### config.mk
export PLATFORM = sky130hd
export DESIGN_NAME = imu_aided_odometry_integrator_unit_flat
export DESIGN_NICKNAME = d
export VERILOG_FILES = /design/src/hw/rtl/imuo_pkg.sv /design/src/hw/rtl/imuo_if.sv /design/src/hw/rtl/imu_aided_odometry_integrator_unit.sv /design/src/flat_wrapper.sv
export SDC_FILE = /design/constraint.sdc
export NUM_CORES = 2
export LEC_CHECK = 0
export BUFFER_PORTS_ARGS = -buffer_cell sky130_fd_sc_hd__buf_4
export CAP_MARGIN = 20
export CORE_AREA = 10 10 418 420
export DETAILED_ROUTE_END_ITERATION = 8
export DIE_AREA = 0 0 428 430
export PLACE_DENSITY = 0.86
export SLEW_MARGIN = 10
export SYNTH_ARGS = -nofsm -noshare
export SYNTH_HDL_FRONTEND = slang
export SYNTH_SLANG_ARGS = --single-unit
export TNS_END_PERCENT = 100
### constraint.sdc
create_clock -name clk -period 16.8 [get_ports clk]
set_input_delay 2.52 -clock clk [delete_from_list [all_inputs] [get_ports clk]]
set_output_delay 2.52 -clock clk [all_outputs]
set_load 0.03 [all_outputs]
### src/hw/rtl/imuo_pkg.sv
// Package for the IMU-aided odometry integrator.
// Holds the request payload types and the fixed constants of the datapath.
// No dependencies; compile this file first.
package imuo_pkg;

	// Operation codes of an input request.
	localparam logic OP_IMU  = 1'b0;
	localparam logic OP_ODOM = 1'b1;

	// Reset value of the yaw rate threshold register (0.01 in Q16.16).
	localparam logic [15:0] THR_RESET = 16'd655;

	// Widths of the shared multiply-accumulate unit.
	localparam int AW   = 42;
	localparam int BW   = 17;
	localparam int PW   = AW + BW;
	localparam int ACCW = 96;

	// Displacement magnitude clamp, 2^50.
	localparam logic [75:0] DISP_CLAMP = 76'd1 << 50;

	typedef struct packed {
		logic              operation;
		logic signed [31:0] odom_lin_x;
		logic signed [31:0] odom_lin_y;
		logic signed [31:0] odom_lin_z;
		logic signed [31:0] odom_yaw_rate;
		logic        [47:0] odom_stamp;
		logic signed [15:0] quat_w;
		logic signed [15:0] quat_x;
		logic signed [15:0] quat_y;
		logic signed [15:0] quat_z;
		logic signed [31:0] gyro_yaw_rate;
	} in_item_t;

	typedef struct packed {
		logic signed [47:0] pos_x;
		logic signed [47:0] pos_y;
		logic signed [47:0] pos_z;
		logic signed [31:0] corrected_lin_x;
	} out_item_t;

endpackage

### src/hw/rtl/imuo_if.sv
// Valid/ready channel interfaces for the odometry integrator.
// Depends on imuo_pkg for the payload types.
interface imuo_in_if;
	logic               valid;
	logic               ready;
	imuo_pkg::in_item_t data;

	modport source (output valid, output data, input ready);
	modport sink (input valid, input data, output ready);
endinterface

interface imuo_out_if;
	logic                valid;
	logic                ready;
	imuo_pkg::out_item_t data;

	modport source (output valid, output data, input ready);
	modport sink (input valid, input data, output ready);
endinterface

### src/hw/rtl/imu_aided_odometry_integrator_unit.sv
// Top level of the IMU-aided odometry integrator: slip correction, quaternion
// rotation and position integration on one shared multiply-accumulate unit.
// Depends on imuo_pkg and the channel interfaces in imuo_if.sv.
//
// Channel   Direction  Handshake        Payload
// in_ch     sink       valid / ready    imuo_pkg::in_item_t
// out_ch    source     valid / ready    imuo_pkg::out_item_t
// cfg       write      cfg_we           cfg_wdata, yaw rate threshold
//
// An IMU request only loads the quaternion and gyro registers; an odometry
// request runs S_SMUL, S_SABS, S_DIV and S_SFIN when slip correction runs,
// then S_CROSS, S_ROT, S_DISP and S_DONE; the result turns valid as the block
// turns ready again. Slip correction adds the 64-step restoring divider; the
// rest is 24 steps of the shared 42x17 multiplier (26 with correction). The
// block takes one request at a time; in_ch.ready is high only when idle. A
// finished result waits in the output register; a stalled output delays the
// final step only. Reset clears FSM and positions, loads the threshold to 655.
module imu_aided_odometry_integrator_unit (
	input  logic               clk,
	input  logic               arst_n,
	imuo_in_if.sink            in_ch,
	imuo_out_if.source         out_ch,
	input  logic               cfg_we,
	input  logic        [15:0] cfg_wdata
);

	localparam int ACCW_L = imuo_pkg::ACCW;

	typedef enum logic [8:0] {
		S_IDLE  = 9'b000000001,
		S_SMUL  = 9'b000000010,
		S_SABS  = 9'b000000100,
		S_DIV   = 9'b000001000,
		S_SFIN  = 9'b000010000,
		S_CROSS = 9'b000100000,
		S_ROT   = 9'b001000000,
		S_DISP  = 9'b010000000,
		S_DONE  = 9'b100000000
	} state_t;

	state_t state_q;
	logic [1:0] comp_q;
	logic [1:0] stp_q;
	logic [5:0] dcnt_q;
	logic [15:0] thr_q;

	logic signed [15:0] qw_q, qx_q, qy_q, qz_q;
	logic signed [31:0] gyro_q;
	logic signed [31:0] v0_q, v1_q, v2_q;
	logic signed [35:0] t0_q, t1_q, t2_q;
	logic signed [41:0] r0_q, r1_q, r2_q;
	logic signed [47:0] pos0_q, pos1_q, pos2_q;
	logic [47:0] prev_q, stamp_q, dtmag_q;
	logic        dneg_q;
	logic [31:0] ymag_q;
	logic        yneg_q;
	logic        qneg_q;
	logic [63:0] quo_q;
	logic [31:0] rem_q;
	logic [ACCW_L-1:0] acc_q;
	logic        out_valid_q;
	imuo_pkg::out_item_t out_q;

	// Request decode at the input.
	logic accept;
	logic [48:0] dt49;
	logic [48:0] dtabs;
	logic [32:0] y33;
	logic [32:0] yabs;
	logic        slip_on;

	assign in_ch.ready = (state_q == S_IDLE);
	assign accept = in_ch.valid && in_ch.ready;
	assign dt49 = {1'b0, in_ch.data.odom_stamp} - {1'b0, prev_q};
	assign dtabs = dt49[48] ? (49'd0 - dt49) : dt49;
	assign y33 = {in_ch.data.odom_yaw_rate[31], in_ch.data.odom_yaw_rate};
	assign yabs = y33[32] ? (33'd0 - y33) : y33;
	assign slip_on = (yabs[31:0] > {16'd0, thr_q}) && (in_ch.data.odom_yaw_rate != 32'sd0);

	// Operand selection for the shared multiply-accumulate unit.
	logic signed [imuo_pkg::AW-1:0] a_op;
	logic signed [imuo_pkg::BW-1:0] b_op;
	logic signed [imuo_pkg::PW-1:0] prod;
	logic mac_en, clr, shl, sub;
	logic signed [41:0] r_sel;
	logic [41:0] rmag;

	always_comb begin
		case (comp_q)
			2'd0: r_sel = r0_q;
			2'd1: r_sel = r1_q;
			default: r_sel = r2_q;
		endcase
		rmag = r_sel[41] ? (42'd0 - r_sel) : r_sel;
	end

	function automatic logic signed [41:0] sx32(input logic signed [31:0] x);
		sx32 = {{10{x[31]}}, x};
	endfunction

	function automatic logic signed [41:0] sx36(input logic signed [35:0] x);
		sx36 = {{6{x[35]}}, x};
	endfunction

	function automatic logic signed [16:0] sx16(input logic signed [15:0] x);
		sx16 = {x[15], x};
	endfunction

	always_comb begin
		a_op = '0;
		b_op = '0;
		mac_en = 1'b0;
		clr = 1'b0;
		shl = 1'b0;
		sub = 1'b0;
		case (state_q)
			S_SMUL: begin
				mac_en = 1'b1;
				a_op = sx32(v0_q);
				if (stp_q == 2'd0) begin
					b_op = sx16(gyro_q[31:16]);
					clr = 1'b1;
				end else begin
					b_op = {1'b0, gyro_q[15:0]};
					shl = 1'b1;
				end
			end
			S_CROSS: begin
				mac_en = 1'b1;
				clr = (stp_q == 2'd0);
				sub = (stp_q == 2'd1);
				case ({comp_q, stp_q[0]})
					3'b000: begin a_op = sx32(v2_q); b_op = sx16(qy_q); end
					3'b001: begin a_op = sx32(v1_q); b_op = sx16(qz_q); end
					3'b010: begin a_op = sx32(v0_q); b_op = sx16(qz_q); end
					3'b011: begin a_op = sx32(v2_q); b_op = sx16(qx_q); end
					3'b100: begin a_op = sx32(v1_q); b_op = sx16(qx_q); end
					default: begin a_op = sx32(v0_q); b_op = sx16(qy_q); end
				endcase
			end
			S_ROT: begin
				mac_en = 1'b1;
				clr = (stp_q == 2'd0);
				sub = (stp_q == 2'd2);
				if (stp_q == 2'd0) begin
					b_op = sx16(qw_q);
					case (comp_q)
						2'd0: a_op = sx36(t0_q);
						2'd1: a_op = sx36(t1_q);
						default: a_op = sx36(t2_q);
					endcase
				end else begin
					case ({comp_q, stp_q[1]})
						3'b000: begin a_op = sx36(t2_q); b_op = sx16(qy_q); end
						3'b001: begin a_op = sx36(t1_q); b_op = sx16(qz_q); end
						3'b010: begin a_op = sx36(t0_q); b_op = sx16(qz_q); end
						3'b011: begin a_op = sx36(t2_q); b_op = sx16(qx_q); end
						3'b100: begin a_op = sx36(t1_q); b_op = sx16(qx_q); end
						default: begin a_op = sx36(t0_q); b_op = sx16(qy_q); end
					endcase
				end
			end
			S_DISP: begin
				mac_en = (stp_q != 2'd3);
				a_op = rmag;
				case (stp_q)
					2'd0: begin b_op = {1'b0, dtmag_q[47:32]}; clr = 1'b1; end
					2'd1: begin b_op = {1'b0, dtmag_q[31:16]}; shl = 1'b1; end
					default: begin b_op = {1'b0, dtmag_q[15:0]}; shl = 1'b1; end
				endcase
			end
			default: begin
				mac_en = 1'b0;
			end
		endcase
	end

	// Shared multiplier and accumulator adder.
	logic [ACCW_L-1:0] prod_ext, acc_base, acc_d;

	assign prod = a_op * b_op;
	assign prod_ext = {{(ACCW_L - imuo_pkg::PW){prod[imuo_pkg::PW-1]}}, prod};
	assign acc_base = clr ? '0 : (shl ? {acc_q[ACCW_L-17:0], 16'h0000} : acc_q);
	assign acc_d = sub ? (acc_base - prod_ext) : (acc_base + prod_ext);

	// Restoring divider step: one quotient bit per cycle.
	logic [32:0] rs;
	logic [33:0] diff;
	logic        ge;

	assign rs = {rem_q, quo_q[63]};
	assign diff = {1'b0, rs} - {2'b00, ymag_q};
	assign ge = !diff[33];

	// Saturated slip-corrected speed.
	logic [31:0] v0_sat;

	always_comb begin
		if (qneg_q) begin
			v0_sat = (quo_q > 64'h8000_0000) ? 32'h8000_0000 : (32'd0 - quo_q[31:0]);
		end else begin
			v0_sat = (quo_q > 64'h7FFF_FFFF) ? 32'h7FFF_FFFF : quo_q[31:0];
		end
	end

	// Rotated velocity component, built from v and the cross products t.
	logic signed [41:0] r_new;
	logic signed [41:0] v_sel;

	always_comb begin
		case (comp_q)
			2'd0: v_sel = sx32(v0_q);
			2'd1: v_sel = sx32(v1_q);
			default: v_sel = sx32(v2_q);
		endcase
		r_new = v_sel + $signed(acc_d[55:14]);
	end

	// Displacement clamp and saturating position update.
	logic [75:0] dfull;
	logic [50:0] dmag;
	logic [52:0] dsig, psum;
	logic signed [47:0] pos_sel;
	logic [47:0] pos_new;

	always_comb begin
		case (comp_q)
			2'd0: pos_sel = pos0_q;
			2'd1: pos_sel = pos1_q;
			default: pos_sel = pos2_q;
		endcase
		dfull = acc_q[95:20];
		dmag = (dfull > imuo_pkg::DISP_CLAMP) ? imuo_pkg::DISP_CLAMP[50:0] : dfull[50:0];
		dsig = (dneg_q ^ r_sel[41]) ? (53'd0 - {2'b00, dmag}) : {2'b00, dmag};
		psum = {{5{pos_sel[47]}}, pos_sel} + dsig;
		if (psum[52:47] != {6{psum[52]}}) begin
			pos_new = psum[52] ? 48'h8000_0000_0000 : 48'h7FFF_FFFF_FFFF;
		end else begin
			pos_new = psum[47:0];
		end
	end

	// Result handover into the output register.
	logic load_out;

	assign load_out = (state_q == S_DONE) && (!out_valid_q || out_ch.ready);

	// Configuration register.
	always_ff @(posedge clk or negedge arst_n) begin
		if (!arst_n) begin
			thr_q <= imuo_pkg::THR_RESET;
		end else if (cfg_we) begin
			thr_q <= cfg_wdata;
		end
	end

	// Sequencer and datapath registers.
	always_ff @(posedge clk or negedge arst_n) begin
		if (!arst_n) begin
			state_q <= S_IDLE;
			comp_q <= '0;
			stp_q <= '0;
			dcnt_q <= '0;
			qw_q <= '0;
			qx_q <= '0;
			qy_q <= '0;
			qz_q <= '0;
			gyro_q <= '0;
			pos0_q <= '0;
			pos1_q <= '0;
			pos2_q <= '0;
			prev_q <= '0;
			out_valid_q <= 1'b0;
		end else begin
			if (mac_en) begin
				acc_q <= acc_d;
			end
			if (load_out) begin
				out_valid_q <= 1'b1;
			end else if (out_ch.valid && out_ch.ready) begin
				out_valid_q <= 1'b0;
			end
			case (state_q)
				S_IDLE: begin
					comp_q <= '0;
					stp_q <= '0;
					if (accept) begin
						if (in_ch.data.operation == imuo_pkg::OP_IMU) begin
							qw_q <= in_ch.data.quat_w;
							qx_q <= in_ch.data.quat_x;
							qy_q <= in_ch.data.quat_y;
							qz_q <= in_ch.data.quat_z;
							gyro_q <= in_ch.data.gyro_yaw_rate;
						end else begin
							v0_q <= in_ch.data.odom_lin_x;
							v1_q <= in_ch.data.odom_lin_y;
							v2_q <= in_ch.data.odom_lin_z;
							ymag_q <= yabs[31:0];
							yneg_q <= y33[32];
							stamp_q <= in_ch.data.odom_stamp;
							dtmag_q <= dtabs[47:0];
							dneg_q <= dt49[48];
							state_q <= slip_on ? S_SMUL : S_CROSS;
						end
					end
				end
				S_SMUL: begin
					if (stp_q == 2'd0) begin
						stp_q <= 2'd1;
					end else begin
						stp_q <= '0;
						state_q <= S_SABS;
					end
				end
				S_SABS: begin
					quo_q <= acc_q[63] ? (64'd0 - acc_q[63:0]) : acc_q[63:0];
					qneg_q <= acc_q[63] ^ yneg_q;
					rem_q <= '0;
					dcnt_q <= 6'd63;
					state_q <= S_DIV;
				end
				S_DIV: begin
					rem_q <= ge ? diff[31:0] : rs[31:0];
					quo_q <= {quo_q[62:0], ge};
					dcnt_q <= dcnt_q - 6'd1;
					if (dcnt_q == 6'd0) begin
						state_q <= S_SFIN;
					end
				end
				S_SFIN: begin
					v0_q <= v0_sat;
					state_q <= S_CROSS;
				end
				S_CROSS: begin
					if (stp_q == 2'd0) begin
						stp_q <= 2'd1;
					end else begin
						stp_q <= '0;
						case (comp_q)
							2'd0: t0_q <= acc_d[48:13];
							2'd1: t1_q <= acc_d[48:13];
							default: t2_q <= acc_d[48:13];
						endcase
						if (comp_q == 2'd2) begin
							comp_q <= '0;
							state_q <= S_ROT;
						end else begin
							comp_q <= comp_q + 2'd1;
						end
					end
				end
				S_ROT: begin
					if (stp_q != 2'd2) begin
						stp_q <= stp_q + 2'd1;
					end else begin
						stp_q <= '0;
						case (comp_q)
							2'd0: r0_q <= r_new;
							2'd1: r1_q <= r_new;
							default: r2_q <= r_new;
						endcase
						if (comp_q == 2'd2) begin
							comp_q <= '0;
							state_q <= S_DISP;
						end else begin
							comp_q <= comp_q + 2'd1;
						end
					end
				end
				S_DISP: begin
					if (stp_q != 2'd3) begin
						stp_q <= stp_q + 2'd1;
					end else begin
						stp_q <= '0;
						case (comp_q)
							2'd0: pos0_q <= pos_new;
							2'd1: pos1_q <= pos_new;
							default: pos2_q <= pos_new;
						endcase
						if (comp_q == 2'd2) begin
							comp_q <= '0;
							prev_q <= stamp_q;
							state_q <= S_DONE;
						end else begin
							comp_q <= comp_q + 2'd1;
						end
					end
				end
				S_DONE: begin
					if (load_out) begin
						state_q <= S_IDLE;
					end
				end
				default: begin
					state_q <= S_IDLE;
				end
			endcase
		end
	end

	// Output register, loaded when the result is handed over.
	always_ff @(posedge clk) begin
		if (load_out) begin
			out_q.pos_x <= pos0_q;
			out_q.pos_y <= pos1_q;
			out_q.pos_z <= pos2_q;
			out_q.corrected_lin_x <= v0_q;
		end
	end

	assign out_ch.valid = out_valid_q;
	assign out_ch.data = out_q;

endmodule
### src/flat_wrapper.sv
// flat-port wrapper written by rule: the top's interface ports become plain ports
module imu_aided_odometry_integrator_unit_flat 
  (clk, arst_n, cfg_we, cfg_wdata, in_ch_valid, in_ch_data, in_ch_ready, out_ch_valid, out_ch_data, out_ch_ready);
  imuo_in_if in_ch_i ();
  imuo_out_if out_ch_i ();
  input  logic clk;
  input  logic arst_n;
  input  logic cfg_we;
  input  logic        [15:0] cfg_wdata;
  input wire logic [$bits(in_ch_i.valid)-1:0] in_ch_valid;
  input wire logic [$bits(in_ch_i.data)-1:0] in_ch_data;
  output wire logic [$bits(in_ch_i.ready)-1:0] in_ch_ready;
  output wire logic [$bits(out_ch_i.valid)-1:0] out_ch_valid;
  output wire logic [$bits(out_ch_i.data)-1:0] out_ch_data;
  input wire logic [$bits(out_ch_i.ready)-1:0] out_ch_ready;
  assign in_ch_i.valid = in_ch_valid;
  assign in_ch_i.data = in_ch_data;
  assign in_ch_ready = in_ch_i.ready;
  assign out_ch_valid = out_ch_i.valid;
  assign out_ch_data = out_ch_i.data;
  assign out_ch_i.ready = out_ch_ready;
  imu_aided_odometry_integrator_unit u_core (.clk(clk), .arst_n(arst_n), .in_ch(in_ch_i), .out_ch(out_ch_i), .cfg_we(cfg_we), .cfg_wdata(cfg_wdata));
endmodule
==> metrics.log <==
INFO  metric netlist_area = 0.09438 mm^2
INFO  metric die_w = roughly 430 um
INFO  metric placed_area = ~0.10 mm^2
INFO  metric placementRows = 150
INFO  metric y_dimension_of_the_die = between 400 and 500 um
INFO  metric routed_wl = approximately 350000 um
INFO  metric drv_slew = 0
INFO  metric grt_use_total = roughly 37%
INFO  metric worst_ep_required_time = about 17 ns
INFO  metric grt_antenna_before_repair = 23
INFO  metric final_antenna_net_count = 0
INFO  metric clkLatencyLatePin = between 0.8 and 0.9 ns
INFO  metric run_status = finished, final reports clean
INFO  metric first_pass_detailed_route_iteration_total = 7
INFO  metric overflow = 0
INFO  metric clock_sinks = about 1200
INFO  metric detailedPlacementHpwl = around 270000 um
INFO  metric grt_pass1_wl = ~510000 um
INFO  metric worstHoldPathType = flop to flop
INFO  metric grt_max_degree = ~150
INFO  metric gp_congestion = 1.082
INFO  metric crit_fanout = 36
INFO  metric path_class = flop to flop
INFO  metric synthesis.area_per_instance = roughly 9.4 um^2
INFO  metric endpoint_kind = flop
INFO  metric placement.io_buffers = between 400 and 500
INFO  metric yosysSeqAreaShare = 34.98%
INFO  metric synth_top_cells_by_area = sky130_fd_sc_hd__edfxtp_1 26%, sky130_fd_sc_hd__fa_1 14%, sky130_fd_sc_hd__dfrtp_1 8.4%
INFO  metric ios = approximately 470
INFO  metric ys_ff_latch = roughly 1200
INFO  metric post_route_cells_drive_above_1_share = 12.51%
INFO  metric tns = 0 ns
INFO  metric layout_min_cycle_time = 16.35 ns
INFO  metric synth-async-reset-ratio = ~28%
INFO  metric number_of_flip_flops_in_the_largest_register = between 150 and 200
INFO  metric die_area = around 0.18 mm^2
INFO  metric finish.instance_area = 0.1063 mm^2
INFO  metric cts_root_buffer = sky130_fd_sc_hd__clkbuf_16
INFO  metric synthCells = 10000
INFO  metric initial_core_util = ~57%
INFO  metric final_common_cell = sky130_fd_sc_hd__nand2_1
INFO  metric cap_viol_max_count = 0
INFO  metric yosysWarningCount = 0
INFO  metric wl_per_cell = approximately 27 um
INFO  metric worst-r2r-setup-slack = ~0.45 ns
INFO  metric startpoint_type = flop
INFO  metric vias_in_the_first_global_route = between 80000 and 90000
INFO  metric nNetsFinal = 11840
INFO  metric clock_tree.buffer_depth = 3
INFO  metric cts-buffers-inserted = around 120
INFO  metric detailedRoute.firstIterationViolations = roughly 11000
INFO  metric yosys.cell_types.count = 110
INFO  metric fin_skew = approximately 0.11 ns
INFO  metric hold_viol = 0
INFO  metric drc = 0
INFO  metric ys_dominant_reg_cell = sky130_fd_sc_hd__edfxtp_1
INFO  metric tritoncts = yes
INFO  metric max_stage_delay = roughly 0.60 ns
INFO  metric htree_num_levels = 3
INFO  metric path_clk_slew = approximately 0.060 ns
INFO  metric detailroute.via_count = 81950
INFO  metric layout.cells.most_common_list = 1150 x sky130_fd_sc_hd__nand2_1, 982 x sky130_fd_sc_hd__nor2_1, 967 x sky130_fd_sc_hd__inv_1, 829 x sky130_fd_sc_hd__edfxtp_1, 819 x sky130_fd_sc_hd__buf_4
INFO  metric area_delta_synth_final = 12.67%
INFO  metric critPathSlowestCell = sky130_fd_sc_hd__fa_1
INFO  metric ctsHoldBuffers = 0
INFO  metric timing.final.crit_share = ~97%
INFO  metric synth_fp_nets = between 10000 and 15000
INFO  metric worst_pin_slew = 1.330 ns
INFO  metric coreArea = ~0.17 mm^2
INFO  metric synth_edf_count = between 800 and 900
INFO  metric synth_top_area_share = about a quarter
INFO  metric viasPerCell = approximately 6.4
INFO  metric final-setup-viol-count = 0
INFO  metric timing.critical_path.arrival = roughly 17 ns
INFO  metric synth_top_area_cell = sky130_fd_sc_hd__edfxtp_1
INFO  metric maximum_operating_frequency = roughly 0.061 GHz
INFO  metric max_slew_margin = between 10% and 20%
stage by stage:
step                hold WS (ns)  setup WS, ns  std cells  util, %
finish                    0.4295        0.4525      12770    63.95
floorplan                 0.4260         1.167      10000        -
detailed placement        0.4364       0.03931      12520    61.34
global route              0.4627      -0.02168      12760    63.95
CTS                       0.4258       0.09812      12750    63.76
global placement          0.4298        0.1056      12520    61.33
worst max-delay path, delay by kind of cell (launching register included):
family | cells | cell delay (ns)
compound gates | 28 | 6.05
fa+ha+maj | 11 | 4.29
buf+inv | 13 | 2.25
simple gates | 7 | 1.44
xor+xnor | 4 | 1.37
flops | 1 | 0.56
Yosys cell counts, types with 65 or more instances:
cell	instances
sky130_fd_sc_hd__xor2_1	241
sky130_fd_sc_hd__a22oi_1	101
sky130_fd_sc_hd__edfxtp_1	829
sky130_fd_sc_hd__ha_1	427
sky130_fd_sc_hd__and3_1	65
sky130_fd_sc_hd__mux2i_1	285
sky130_fd_sc_hd__dfrtp_1	317
sky130_fd_sc_hd__a31oi_1	81
sky130_fd_sc_hd__nor2_1	1001
sky130_fd_sc_hd__nand4_1	69
sky130_fd_sc_hd__a21o_1	179
sky130_fd_sc_hd__a21oi_1	650
sky130_fd_sc_hd__inv_1	967
sky130_fd_sc_hd__fa_1	676
sky130_fd_sc_hd__clkbuf_1	442
sky130_fd_sc_hd__o21ai_0	657
sky130_fd_sc_hd__o21a_1	80
sky130_fd_sc_hd__xnor2_1	323
sky130_fd_sc_hd__nor3_1	120
sky130_fd_sc_hd__nand3_1	104
sky130_fd_sc_hd__nand2_1	1150
sky130_fd_sc_hd__mux2_2	97
cell type report:
cell class | count | area (um^2)
clock buffer | 154 | 3272
multi-input combinational | 7366 | 56410
timing repair buffer | 839 | 6467
sequential | 1153 | 33020
inverter | 968 | 3633
tap | 2204 | 2758
clock inverter | 70 | 749.5
fill | 13240 | 59950
antenna | 12 | 30.03
per-layer routing:
layer  vias to the layer above  track usage [%]  wire, um
li1                      35500                -         -
met1                     40060            48.20    131800
met2                      5404            54.63    150400
met3                       975            11.16     45210
met4                         6            18.18     20570
met5                         -                0        34
path summary, 6_finish.rpt:
kind                                          end               start  cells after the start
max in group asynchronous         u_core.qy_q[15]              arst_n                      3
worst max-delay path              u_core.r2_q[40]    u_core.comp_q[0]                     63
worst min-delay path            u_core.prev_q[11]  u_core.stamp_q[11]                      2
min in group asynchronous        u_core.thr_q[12]              arst_n                      1
worst max register to register    u_core.r2_q[40]    u_core.comp_q[0]                     63
worst min register to register  u_core.prev_q[11]  u_core.stamp_q[11]                      2
cell families after synthesis:
family / Yosys count / synth area share, %
buf+inv: 1481 / 5.948
compound gates: 2383 / 15.90
xor+xnor: 564 / 5.234
flops: 1153 / 34.98
mux: 382 / 4.180
simple gates: 2932 / 13.75
fa+ha+maj: 1105 / 20.02
timing repair:
action	in CTS	in global routing
endpoints found under the setup margin	6	40
buffers inserted	0	4
gates resized for setup	1	59
pin swaps	0	1
Power is left out: the tool's default activity adds up to more than one toggle a clock period on the data nets, which glitch-free logic cannot reach.
